File: config.mk
export PLATFORM = sky130hd
export DESIGN_NAME = alb_ram
export DESIGN_NICKNAME = d
export VERILOG_FILES = /design/src/alb_ram.sv
export SDC_FILE = /design/constraint.sdc
export NUM_CORES = 1
export LEC_CHECK = 0
export ABC_AREA = 0
export ABC_CLOCK_PERIOD_IN_PS = 1800
export BUFFER_PORTS_ARGS = -buffer_cell sky130_fd_sc_hd__buf_4
export CAP_MARGIN = 25
export CORE_UTILIZATION = 48
export DETAILED_ROUTE_END_ITERATION = 6
export PLACE_DENSITY = 0.66
export SETUP_SLACK_MARGIN = 0.1
export SYNTH_ARGS = -nofsm -noshare
export SYNTH_HDL_FRONTEND = slang
export SYNTH_SLANG_ARGS = --single-unit
export TNS_END_PERCENT = 50
File: constraint.sdc
create_clock -name clk -period 1.8 [get_ports clk]
set_input_delay 0.09 -clock clk [delete_from_list [all_inputs] [get_ports clk]]
set_output_delay 0.09 -clock clk [all_outputs]
set_load 0.03 [all_outputs]
File: src/alb_ram.sv
// ----------------------------------------------------------------------------
// alb_ram: simple dual-port synchronous RAM
// One write port and one read port; read data is registered and appears in the cycle after the read address.
// ----------------------------------------------------------------------------
module alb_ram #(
  parameter int unsigned DEPTH = 64,
  parameter int unsigned WIDTH = 8,
  localparam int unsigned AW = $clog2(DEPTH)
) (
  input  logic             clk,
  input  logic             we,
  input  logic [AW-1:0]    waddr,
  input  logic [WIDTH-1:0] wdata,
  input  logic [AW-1:0]    raddr,
  output logic [WIDTH-1:0] rdata
);

  logic [WIDTH-1:0] mem [DEPTH];
  logic [WIDTH-1:0] rdata_r;

  // Write port.
  always_ff @(posedge clk) begin
    if (we) begin
      mem[waddr] <= wdata;
    end
  end

  // Registered read port.
  always_ff @(posedge clk) begin
    rdata_r <= mem[raddr];
  end

  assign rdata = rdata_r;

endmodule

==> summary.md <==
| Metric | Value |
|---|---|
| Top Ports | `30` |
| DRC | `3` |
| CTS H-tree depth | `2` |
| CTS clk-pin slew, worst paths | `60 ps` |
| Final-report hold violation count | `0` |
| CP arrival | `2340 ps` |
| Port bufs | `29` |
| Die height | `207.0 um` |
| Final non-filler cell total | `1723` |
| Clock root buffer | `clkbuf_16` |
| Fin crit period | `1866 ps` |
| Share of the synthesized area in the top cell type | `76.24%` |
| Post-synth top cells | `edfxtp_1, mux4_2, nor2_1` |
| Post-route ant nets | `0` |
| Cts bufs inserted | `53` |
| Worst-Margin Slew | `737.6 ps` |
| Crit share post-route | `103.7%` |
| Synth top area cells | `edfxtp_1, mux4_2, nor2_1, mux2i_1, dfxtp_1` |
| CTS tree | `built` |
| Routability-driven placement congestion ratio | `0.8236` |
| Max_cap viols | `0` |
| Number of synthesized flops with an enable pin | `512` |
| Max VDD drop | `808.6 uV` |
| Sequential area share after synthesis | `77.03%` |
| Min-delay worst type | `primary input to flop` |
| Global-route wire length before repair | `67.22 mm` |
| P per Cell Area | `1085 mW/mm^2` |
| N_diodes | `0` |
| Critical path class | `flop to flop` |
| Fmax | `535.8 MHz` |
| DR WL/cell | `26.52 um` |
| GRT overflow | `0` |
| Setup Skew | `18.41 ps` |
| Critical path, cell by cell | `mux4_2 > mux2_4 > o221a_4 > nor3_2 > buf_4 > o32ai_1` |
| Setup TNS | `-128.2 ps` |
| Final WS setup | `-66.44 ps` |
| Post-synthesis cell area | `0.02017 sq mm` |
| Ys async rst share | `0%` |
| Crit path buf inv count | `1` |
| DR pass1 iterations | `7` |
| Post-Route WL | `45.70 mm` |
| Final core occ | `58.68%` |
| Post-CTS setup repair buffer count | `0` |
| Final HPWL DP | `29.28 mm` |
| Die area | `0.04284 sq mm` |
| Crit. End Element | `flop` |
| Unrepaired setup endpoints after global routing | `true` |
| Slew Limit Headroom | `50.83%` |
| Final slew viol count | `0` |
| Nets | `1169` |
| Synth-to-Final Area Change | `19.62%` |
| Ys Warns | `0` |
| Launching element type of the critical path | `flop` |
| CP max stage delay | `480 ps` |
| Final setup fails | `2` |
| Worst path slowest cell | `mux4_2` |
| Num rows | `74` |
| Vias in the first global route | `10360` |
| Largest area contributor in the netlist | `edfxtp_1` |
| Crit path max fanout | `1` |
| Initial DRC count | `1081` |
| Syn_area_per_cell | `21.45 sq um` |
| Antenna violations before repair | `0` |
| Placed Cells | `1621` |
| Failing checks | `DRC, setup timing` |
| Hold slack | `62.93 ps` |
| Unique masters post-synth | `40` |
| Cells after Synth | `940` |
| Share of cells above drive strength 1 | `36.69%` |
| Post-synthesis net count | `962` |
| Clk sinks | `520` |
| CTS Buffer Depth | `3` |
| All-Layer GR Usage | `22.21%` |
| Largest net degree at the start of global routing | `65` |
| Initial core utilization | `49.06%` |
| Cell family with most CP delay | `multiplexers` |
| Outcome | `finished, violations left` |
| Count leader, synth | `edfxtp_1` |
| Die width | `207.0 um` |
| Critical Path RT | `2270 ps` |
| Vias | `10140` |
| Synth Register Bits | `520` |
| Total core area | `0.04111 sq mm` |
| Leak | `7.951 nW` |
| Post-synth top flop | `edfxtp_1` |
| Worst skew pair latency | `590 ps` |
| Via-per-instance ratio | `5.887` |
==> state kept, by name, indices dropped and copies added, names as in the netlist <==
name,flops
mem,512
rdata,8
==> cells in the final DEF (no fill, tap or decap), types with 3 or more instances in the layout <==
master	Yosys	final
a211oi_1	4	4
a21oi_1	3	3
a221oi_1	6	3
a22oi_1	3	3
buf_12	2	11
buf_4	13	186
bufinv_16	0	7
clkbuf_1	17	10
clkbuf_16	0	54
clkbuf_8	0	6
clkinv_1	0	9
clkinv_2	0	9
dfxtp_1	8	8
dlygate4sd3_1	0	3
edfxtp_1	512	512
mux2_2	13	9
mux2_4	0	4
mux2i_1	23	23
mux4_2	126	126
nand2_1	19	19
nand2b_1	7	7
nand3_1	13	13
nand3b_1	3	3
nor2_1	83	80
nor2_2	0	3
nor2b_1	14	14
nor3_1	7	5
o2111ai_1	3	3
o21ai_2	0	3
o221ai_1	8	8
o22ai_1	8	8
==> per-stage QoR <==
stage | setup WS [ps] | instance area, sq um | total power [mW]
detailed placement | -344.0 | 22160 | 15.17
finish | -66.44 | 24120 | 26.19
floorplan | 102.1 | 20170 | 14.44
global route | -118.4 | 24120 | 26.94
global placement | -344.0 | 22160 | 15.14
CTS | -92.72 | 24080 | 26.38
==> area by class of cell <==
cell class / count / area, sq um
multi-input cells: 369 / 4446
well taps: 532 / 665.6
repair buffers: 203 / 1683
clock inverters: 30 / 337.8
clock buffers: 69 / 1458
fillers: 3033 / 16990
flip-flops and latches: 520 / 15530
==> routing by layer <==
layer | track usage (%) | vias up | share of wire, %
li1 | - | 4349 | -
met4 | 5.605 | 0 | 1.8
met3 | 5.055 | 73 | 7.8
met2 | 35.36 | 376 | 49
met5 | 0 | - | 0
met1 | 31.27 | 5346 | 41
==> worst reg2reg max path: cells and delay by family, from the launching register on <==
kind	cells	cell delay, ps
multiplexers	2	770
flip-flops	1	380
AO/OA/AOI/OAI	2	350
buffers and inverters	1	160
AND/OR/NAND/NOR	1	90
==> logic make-up after synthesis <==
group	synth area share (%)
muxes	15.94
AOI/OAI and AO/OA	2.072
DFF	77.03
buffers and inverters	1.570
and+or+nand+nor	3.387
==> repair_timing <==
action                                  CTS  global route
cloned                                    0             0
endpoints found under the hold margin    70             0
hold buffers                              3             0
pin swaps                                 8             6
endpoints found under the setup margin    8             8
gates resized for setup                  21             9
==> where the power goes <==
group          switching [mW]  internal, mW  total [mW]  leakage (nW)
clock network            4.52          6.70        11.2         0.877
logic                   0.862         0.644        1.51          2.40
registers              0.0499          13.4        13.5          4.67
==> worst paths after layout <==
path         startpoint         end  slack, ps  cells past startpoint
max          mem[20][6]    rdata[6]        -70                      6
min            wdata[7]  mem[16][7]         60                      1
max reg2reg  mem[20][6]    rdata[6]        -70                      6
min reg2reg  mem[31][4]    rdata[4]        850                      3
No activity file was read; power rests on OpenSTA's default activity.
