File: src/alb_pkg.sv
// ----------------------------------------------------------------------------
// alb_pkg: shared types and constants of the adjacency list builder
// Sizes of the vertex table and neighbor lists, field widths, operation and
// status codes, and the structs that pass between the sequencer and the top.
// ----------------------------------------------------------------------------
package alb_pkg;

  // Table capacity
  localparam int unsigned MAX_VERTICES = 64;
  localparam int unsigned MAX_DEGREE   = 64;

  // Fixed field widths of the item ports
  localparam int unsigned LABEL_W  = 8;
  localparam int unsigned SLOT_W   = 6;
  localparam int unsigned POS_W    = 6;
  localparam int unsigned STATUS_W = 2;
  localparam int unsigned DEG_O_W  = 7;
  localparam int unsigned TOTAL_W  = 7;

  // Internal widths derived from the capacity
  localparam int unsigned VW   = $clog2(MAX_VERTICES);   // vertex slot address
  localparam int unsigned DW   = $clog2(MAX_DEGREE);     // list position address
  localparam int unsigned CW   = $clog2(MAX_VERTICES + 1); // vertex count
  localparam int unsigned DGW  = $clog2(MAX_DEGREE + 1);   // degree
  localparam int unsigned IW   = (CW > DGW) ? CW : DGW;    // scan index
  localparam int unsigned NAW  = VW + DW;                  // neighbor store address
  localparam int unsigned NDEPTH = MAX_VERTICES * MAX_DEGREE;
  // Range compares: wide enough for the port fields and the counts
  localparam int unsigned RNG_W = 9;

  // Operation codes
  localparam logic OP_INSERT = 1'b0;
  localparam logic OP_READ   = 1'b1;

  // Status codes
  typedef enum logic [STATUS_W-1:0] {
    ST_OK    = 2'd0,
    ST_DROP  = 2'd1,
    ST_RANGE = 2'd2
  } status_t;

  // One vertex table entry: label and number of stored neighbors
  typedef struct packed {
    logic [LABEL_W-1:0] label;
    logic [DGW-1:0]     degree;
  } vent_t;

  // Vertex table access for one cycle
  typedef struct packed {
    logic          we;
    logic [VW-1:0] waddr;
    vent_t         wdata;
    logic [VW-1:0] raddr;
  } vmem_req_t;

  // Neighbor store access for one cycle
  typedef struct packed {
    logic               we;
    logic [NAW-1:0]     waddr;
    logic [LABEL_W-1:0] wdata;
    logic [NAW-1:0]     raddr;
  } nmem_req_t;

  // One result item
  typedef struct packed {
    status_t            status;
    logic [LABEL_W-1:0] vertex_label;
    logic [LABEL_W-1:0] neighbor_label;
    logic [DEG_O_W-1:0] degree;
    logic [TOTAL_W-1:0] vertex_total;
  } res_t;

endpackage

File: src/alb_seq.sv
// ----------------------------------------------------------------------------
// alb_seq: insert and read sequencer
// Scans the vertex table and one neighbor list per edge direction with one
// read a cycle, then appends through read-modify-write of the table entry.
// ----------------------------------------------------------------------------
module alb_seq (
  input  logic                        clk,
  input  logic                        rst_n,
  input  logic                        in_valid,
  output logic                        in_stall,
  input  logic                        in_op,
  input  logic [alb_pkg::LABEL_W-1:0] in_a,
  input  logic [alb_pkg::LABEL_W-1:0] in_b,
  input  logic [alb_pkg::SLOT_W-1:0]  in_slot,
  input  logic [alb_pkg::POS_W-1:0]   in_pos,
  output alb_pkg::vmem_req_t          vreq,
  input  alb_pkg::vent_t              vm_rdata,
  output alb_pkg::nmem_req_t          nreq,
  input  logic [alb_pkg::LABEL_W-1:0] nm_rdata,
  output logic                        res_valid,
  input  logic                        res_ready,
  output alb_pkg::res_t               res
);

  typedef enum logic [2:0] {
    S_IDLE,
    S_VSCAN,
    S_NSCAN,
    S_RDWAIT,
    S_DONE
  } state_t;

  state_t                       state_r, state_nxt;
  logic                         dir_r, dir_nxt;
  logic [alb_pkg::LABEL_W-1:0]  a_r, a_nxt;
  logic [alb_pkg::LABEL_W-1:0]  b_r, b_nxt;
  logic                         drop_r, drop_nxt;
  logic [alb_pkg::IW-1:0]       idx_r, idx_nxt;
  logic [alb_pkg::IW-1:0]       pidx_r, pidx_nxt;
  logic                         pend_r, pend_nxt;
  logic [alb_pkg::VW-1:0]       slot_r, slot_nxt;
  logic [alb_pkg::DGW-1:0]      deg_r, deg_nxt;
  logic [alb_pkg::CW-1:0]       count_r, count_nxt;
  logic [alb_pkg::SLOT_W-1:0]   rd_slot_r, rd_slot_nxt;
  logic [alb_pkg::POS_W-1:0]    rd_pos_r, rd_pos_nxt;
  alb_pkg::res_t                res_r, res_nxt;

  // Next-state logic and memory requests.
  always_comb begin
    logic [alb_pkg::LABEL_W-1:0] src;
    logic [alb_pkg::LABEL_W-1:0] dst;
    logic                        dir_end;
    logic                        drop_now;

    state_nxt   = state_r;
    dir_nxt     = dir_r;
    a_nxt       = a_r;
    b_nxt       = b_r;
    drop_nxt    = drop_r;
    idx_nxt     = idx_r;
    pidx_nxt    = pidx_r;
    pend_nxt    = pend_r;
    slot_nxt    = slot_r;
    deg_nxt     = deg_r;
    count_nxt   = count_r;
    rd_slot_nxt = rd_slot_r;
    rd_pos_nxt  = rd_pos_r;
    res_nxt     = res_r;
    vreq        = '0;
    nreq        = '0;
    dir_end     = 1'b0;
    drop_now    = 1'b0;

    // The second direction swaps the endpoints.
    src = dir_r ? b_r : a_r;
    dst = dir_r ? a_r : b_r;

    case (state_r)
      S_IDLE: begin
        if (in_valid) begin
          if (in_op == alb_pkg::OP_READ) begin
            // Both memories are read at once; range checks follow.
            vreq.raddr  = alb_pkg::VW'(in_slot);
            nreq.raddr  = {alb_pkg::VW'(in_slot), alb_pkg::DW'(in_pos)};
            rd_slot_nxt = in_slot;
            rd_pos_nxt  = in_pos;
            state_nxt   = S_RDWAIT;
          end else begin
            a_nxt     = in_a;
            b_nxt     = in_b;
            dir_nxt   = 1'b0;
            drop_nxt  = 1'b0;
            idx_nxt   = '0;
            pend_nxt  = 1'b0;
            state_nxt = S_VSCAN;
          end
        end
      end

      S_VSCAN: begin
        // Look up the source label, one slot per cycle.
        if (pend_r && (vm_rdata.label == src)) begin
          slot_nxt  = pidx_r[alb_pkg::VW-1:0];
          deg_nxt   = vm_rdata.degree;
          idx_nxt   = '0;
          pend_nxt  = 1'b0;
          state_nxt = S_NSCAN;
        end else if (idx_r < alb_pkg::IW'(count_r)) begin
          vreq.raddr = idx_r[alb_pkg::VW-1:0];
          pend_nxt   = 1'b1;
          pidx_nxt   = idx_r;
          idx_nxt    = idx_r + 1'b1;
        end else begin
          // New vertex: take the next slot with the partner as first neighbor, or drop if the table is full.
          if (count_r == alb_pkg::CW'(alb_pkg::MAX_VERTICES)) begin
            drop_now = 1'b1;
          end else begin
            vreq.we           = 1'b1;
            vreq.waddr        = count_r[alb_pkg::VW-1:0];
            vreq.wdata.label  = src;
            vreq.wdata.degree = alb_pkg::DGW'(1);
            nreq.we           = 1'b1;
            nreq.waddr        = {count_r[alb_pkg::VW-1:0], alb_pkg::DW'(0)};
            nreq.wdata        = dst;
            count_nxt         = count_r + 1'b1;
          end
          dir_end = 1'b1;
        end
      end

      S_NSCAN: begin
        // Search the slot's list for the partner.
        if (pend_r && (nm_rdata == dst)) begin
          dir_end = 1'b1;
        end else if (idx_r < alb_pkg::IW'(deg_r)) begin
          nreq.raddr = {slot_r, idx_r[alb_pkg::DW-1:0]};
          pend_nxt   = 1'b1;
          pidx_nxt   = idx_r;
          idx_nxt    = idx_r + 1'b1;
        end else begin
          // Partner is new to the list: append it and bump the degree, or drop if the list is full.
          if (deg_r == alb_pkg::DGW'(alb_pkg::MAX_DEGREE)) begin
            drop_now = 1'b1;
          end else begin
            nreq.we           = 1'b1;
            nreq.waddr        = {slot_r, deg_r[alb_pkg::DW-1:0]};
            nreq.wdata        = dst;
            vreq.we           = 1'b1;
            vreq.waddr        = slot_r;
            vreq.wdata.label  = src;
            vreq.wdata.degree = deg_r + 1'b1;
          end
          dir_end = 1'b1;
        end
      end

      S_RDWAIT: begin
        // Memory data is back; apply the slot and position range checks.
        res_nxt.vertex_label   = '0;
        res_nxt.neighbor_label = '0;
        res_nxt.degree         = '0;
        res_nxt.vertex_total   = '0;
        if (alb_pkg::RNG_W'(rd_slot_r) >= alb_pkg::RNG_W'(count_r)) begin
          res_nxt.status = alb_pkg::ST_RANGE;
        end else begin
          res_nxt.vertex_label = vm_rdata.label;
          res_nxt.degree       = alb_pkg::DEG_O_W'(vm_rdata.degree);
          if (alb_pkg::RNG_W'(rd_pos_r) >= alb_pkg::RNG_W'(vm_rdata.degree)) begin
            res_nxt.status = alb_pkg::ST_RANGE;
          end else begin
            res_nxt.status         = alb_pkg::ST_OK;
            res_nxt.neighbor_label = nm_rdata;
          end
        end
        state_nxt = S_DONE;
      end

      S_DONE: begin
        if (res_ready) begin
          state_nxt = S_IDLE;
        end
      end

      default: begin
        state_nxt = S_IDLE;
      end
    endcase

    // End of one direction: start the second one or close the insert.
    if (dir_end) begin
      drop_nxt = drop_r | drop_now;
      idx_nxt  = '0;
      pend_nxt = 1'b0;
      if (!dir_r) begin
        dir_nxt   = 1'b1;
        state_nxt = S_VSCAN;
      end else begin
        res_nxt.status         = (drop_r | drop_now) ? alb_pkg::ST_DROP : alb_pkg::ST_OK;
        res_nxt.vertex_label   = '0;
        res_nxt.neighbor_label = '0;
        res_nxt.degree         = '0;
        res_nxt.vertex_total   = '0;
        state_nxt              = S_DONE;
      end
    end
  end

  // State and registered outputs.
  always_ff @(posedge clk) begin
    if (!rst_n) begin
      state_r <= S_IDLE;
      count_r <= '0;
      pend_r  <= 1'b0;
      dir_r   <= 1'b0;
      drop_r  <= 1'b0;
      idx_r   <= '0;
    end else begin
      state_r <= state_nxt;
      count_r <= count_nxt;
      pend_r  <= pend_nxt;
      dir_r   <= dir_nxt;
      drop_r  <= drop_nxt;
      idx_r   <= idx_nxt;
    end
    a_r       <= a_nxt;
    b_r       <= b_nxt;
    pidx_r    <= pidx_nxt;
    slot_r    <= slot_nxt;
    deg_r     <= deg_nxt;
    rd_slot_r <= rd_slot_nxt;
    rd_pos_r  <= rd_pos_nxt;
    res_r     <= res_nxt;
  end

  // Handshake and result; the vertex total is the count at delivery.
  assign in_stall  = (state_r != S_IDLE);
  assign res_valid = (state_r == S_DONE);

  always_comb begin
    res              = res_r;
    res.vertex_total = alb_pkg::TOTAL_W'(count_r);
  end

`ifndef SYNTH
  // The vertex count never exceeds the table size.
  a_count_bound: assert property (@(posedge clk) disable iff (!rst_n)
    count_r <= alb_pkg::CW'(alb_pkg::MAX_VERTICES))
    else $error("vertex count beyond table size");

  // The vertex count only ever grows by one.
  a_count_step: assert property (@(posedge clk) disable iff (!rst_n)
    ($past(rst_n) && (count_r != $past(count_r)))
      |-> (count_r == $past(count_r) + 1'b1))
    else $error("vertex count changed by more than one");

  // Every table write goes with a neighbor store write.
  a_write_pair: assert property (@(posedge clk) disable iff (!rst_n)
    vreq.we == nreq.we)
    else $error("vertex table and neighbor store writes out of step");

  // A scan read is only in flight while scanning.
  a_pend_scan: assert property (@(posedge clk) disable iff (!rst_n)
    pend_r |-> ((state_r == S_VSCAN) || (state_r == S_NSCAN)))
    else $error("scan read pending outside a scan");

  // A finished result waits until the output register takes it.
  a_res_hold: assert property (@(posedge clk) disable iff (!rst_n)
    (res_valid && !res_ready) |=> (res_valid && $stable(res_r)))
    else $error("result lost before it was taken");
`endif

endmodule

File: config.mk
export PLATFORM = sky130hd
export DESIGN_NAME = alb_seq
export DESIGN_NICKNAME = d
export VERILOG_FILES = /design/src/alb_pkg.sv /design/src/alb_seq.sv
export SDC_FILE = /design/constraint.sdc
export NUM_CORES = 1
export LEC_CHECK = 0
export ABC_AREA = 1
export BUFFER_PORTS_ARGS = -buffer_cell sky130_fd_sc_hd__buf_4
export CAP_MARGIN = 20
export CORE_MARGIN = 10
export CORE_UTILIZATION = 40
export DETAILED_ROUTE_END_ITERATION = 6
export HOLD_SLACK_MARGIN = 0.03
export PLACE_DENSITY = 0.66
export SETUP_SLACK_MARGIN = 0.1
export SKIP_LAST_GASP = 1
export SYNTH_ARGS = -nofsm -noshare
export SYNTH_HDL_FRONTEND = slang
export SYNTH_SLANG_ARGS = --single-unit
export TNS_END_PERCENT = 50
File: constraint.sdc
create_clock -name clk -period 4.25 [get_ports clk]
set_input_delay 0.85 -clock clk [delete_from_list [all_inputs] [get_ports clk]]
set_output_delay 0.85 -clock clk [all_outputs]
set_load 0.005 [all_outputs]
==> summary.txt <==
Layout
  • Final Cell Area: 7180 um2
  • # nets final: 934
  • Area occupied by registers: 2310 um2
  • Layout area overhead: 27.6%
  • Finished Layout Cells: 1034
  • Fraction of layout cells with a size suffix above 1: 26.1%
  • Multi-input logic area: 2800 um2
  • Antenna cells: 0
  • Filler cells: 1368

Floorplanning
  • Die area: 19200 um2
  • Die Width: 139 um
  • Core Region: 13800 um2
  • Rows: 43
  • IO Count: 151
  • Initial core utilization: 40.7%
  • Die H: 139 um

Clock tree
  • CTS H-tree depth: 3
  • Post-CTS setup buffers: 0
  • Num CTS Buffers: 9
  • Hold Buf Count CTS: 0
  • CTS resizes: 0
  • CTS tree: built
  • Total clock sinks: 92
  • Longest Clk Path Bufs: 2
  • CTS Root Cell: clkbuf_16
  • Clock slew at reported path FFs: 70 ps
  • Worst skew pair latency: 350 ps

Yosys
  • Synth Cell Area: 5630 um2
  • Post-Synth XOR/XNOR Area: 2.78%
  • Syn_area_per_cell: 8.00 um2
  • Syn_nets: 789
  • Synth Register Bits: 92
  • Synth Area in Compound Gates: 9.18%
  • Sequential fraction of the synthesis area: 41.1%
  • Post-synth top area share: 25.1%
  • Mux contribution to synthesized area: 0%
  • Synth cell count leaders: 206 x nand2_1, 82 x inv_1, 47 x edfxtp_1, 47 x nor2_1, 45 x dfxtp_1
  • Largest family of logic cells by synthesized area: simple AND/OR/NAND/NOR gates
  • Post-synthesis simple-gate area fraction: 31.3%
  • Most instantiated library cell after synthesis: nand2_1
  • Post-synth EDFFs: 47
  • Yosys cell types: 43
  • Synth top area cells: edfxtp_1 25%, dfxtp_1 16%, nand2_1 14%
  • Ys async rst share: 0%
  • Most area-hungry cell type in the Yosys netlist: edfxtp_1
  • YS warnings: 0
  • Post-synthesis adder-cell area fraction: 6.45%
  • Synth Instances: 704
  • Synth Flop Type: edfxtp_1

Placed design
  • Cells after DPL: 1017
  • PortBufs: 150
  • Post-DP Area: 6870 um2
  • HPWL Detailed: 13.0 mm
  • GPL Wtd Cong: 0.870

Pwr
  • Pleak: 3.49 nW
  • Worst VDD drop: 311 uV
  • Power Density: 513 nW/um2

Critical path
  • Critical Path RT: 3400 ps
  • Register-to-Register Path Depth: 11
  • FF-to-FF setup slack: 1780 ps
  • Startpoint types: flop
  • Worst r2r src: count_r[2]$_SDFFE_PN0P_
  • R2R Path End: pidx_r[2]$_DFFE_PP_
  • Critical path type: flop to output pin
  • Critical path arrival: 2830 ps
  • Critical Path Sink Type: output pin
  • Crit path max fanout: 26

Global route
  • Busiest grt layer: met2
  • Largest net degree at the start of global routing: 29
  • Total grt overflow: 0
  • Vias in the first global route: 4975
  • Global-route met3 utilization: 4.86%
  • Antenna violations before repair: 0
  • First-pass GRT wire length: 27.0 mm
  • Global Route Usage Sum: 17.2%
  • Met2 Resource Use GR: 28.3%
  • Met1 usage: 21.6%

Min path
  • Hold path startpoint: pidx_r[0]$_DFFE_PP_
  • Hold Path Class: flop to flop
  • Worst Hold Depth: 0
  • Worst Hold End: slot_r[0]$_DFFE_PP_

Status
  • Run status: finished clean

Timing
  • FMAX: 272 MHz
  • Period utilization: 86.6%
  • Final hold vios: 0
  • # setup viols final: 0
  • Setup_tns: 0 ps
  • Clock period minus worst slack: 3680 ps
  • Setup repair after global routing missed its margin: false
  • Clk_skew: 9.35 ps
  • Max_slew headroom: 67.6%
  • Pins Over Slew Limit: 0
  • Slew @ Worst Pin: 485 ps

Routing
  • Pre-Repair DR Iteration Count: 5
  • Post-DR wirelength/cell: 16.3 um
  • Drt initial violations: 358
  • Routed WL: 16.9 mm
  • Final ANT Viol Nets: 0
  • Via Count: 5113
  • DRC: 0
  • Vias per Instance: 4.94

Run
  • Max-cap violations: 0
==> state kept, by name, summed over array words and instances (netlist names), 3 cells and up <==
register	count
res	25
count_r	7
rd_slot_r	6
pidx_r	6
slot_r	6
idx_r	7
state_r	3
rd_pos_r	6
b_r	8
a_r	8
deg_r	7
==> kinds of logic after synthesis <==
logic type	Yosys count
flip-flops	92
buffers and inverters	113
XOR/XNOR	17
AO/OA/AOI/OAI	87
adder cells (fa/ha/maj)	29
AND/OR/NAND/NOR	366
==> cells in the final DEF (no fill, tap or decap), drive strengths merged <==
master  synthesis  routed
clkbuf          4      10
nor4            1       1
nor3b           1       1
a21boi         12      12
dfxtp          45      45
nand3b          3       3
o21bai          1       1
xnor2           4       4
bufinv          0       1
and2            2       2
xor2           13      13
buf            22     160
inv            86      88
nand4          10      10
nor3           14      14
edfxtp         47      47
nand2         216     216
a22oi           4       4
o22ai          12      12
nand3          68      68
a21oi          28      28
clkinv          1       4
ha             29      29
nor2           51      51
o211a           1       1
o21a            1       1
a21o            2       2
o21ai          26      26
==> layout make-up <==
| type | instances | share of cell area, % |
|---|---|---|
| timing repair buffer | 160 | 17.0 |
| tap | 180 | 3.14 |
| clock inverter | 6 | 0.889 |
| clock buffer | 10 | 3.19 |
| inverter | 87 | 4.55 |
| sequential | 92 | 32.2 |
| multi-input combinational | 499 | 39.0 |
==> per-layer routing <==
layer  share of wire [%]  vias up
met5                   0        -
met4                0.96        0
met3                 5.3       13
met2                  48      131
met1                  46     2366
li1                    -     2603
==> stage by stage <==
| step | power [mW] | utilization [%] | setup slack (ps) | hold slack, ps |
|---|---|---|---|---|
| after floorplan | 2.30 | - | 1210 | 400 |
| after global placement | 2.89 | 49.7 | 823 | 402 |
| after detailed placement | 2.90 | 49.7 | 788 | 405 |
| after CTS | 3.72 | 51.8 | 572 | 422 |
| after global routing | 3.96 | 51.9 | 368 | 431 |
| final | 3.69 | 51.9 | 570 | 420 |
==> worst max-delay path by stage <==
stage	from	endpoint	slack, ps	cells past startpoint
after floorplan	in_op	vreq[0]	1210	5
after detailed placement	vm_rdata[7]	nreq[26]	790	11
after CTS	count_r[2]$_SDFFE_PN0P_	nreq[26]	570	11
final	count_r[2]$_SDFFE_PN0P_	nreq[26]	570	11
after global placement	vm_rdata[7]	vreq[21]	820	11
after global routing	dir_r$_SDFF_PN0_	vreq[21]	370	11
==> power by group <==
| group | switching (mW) | leakage, nW | internal, mW |
|---|---|---|---|
| clock network | 0.355 | 0.143 | 0.458 |
| registers | 0.147 | 0.801 | 1.16 |
| logic | 0.914 | 2.54 | 0.656 |
==> critical path, cell delays in order (launching register included) <==
cell and delay [ps]:
dfxtp_1 510, inv_1 170, ha_1 340, a21oi_1 160
nand2_1 70, nand2_1 50, nand2_1 140, nand3_4 240
nor2_8 70, inv_2 370, o22ai_1 190, buf_4 180
Power figures use the tool's default switching activity.
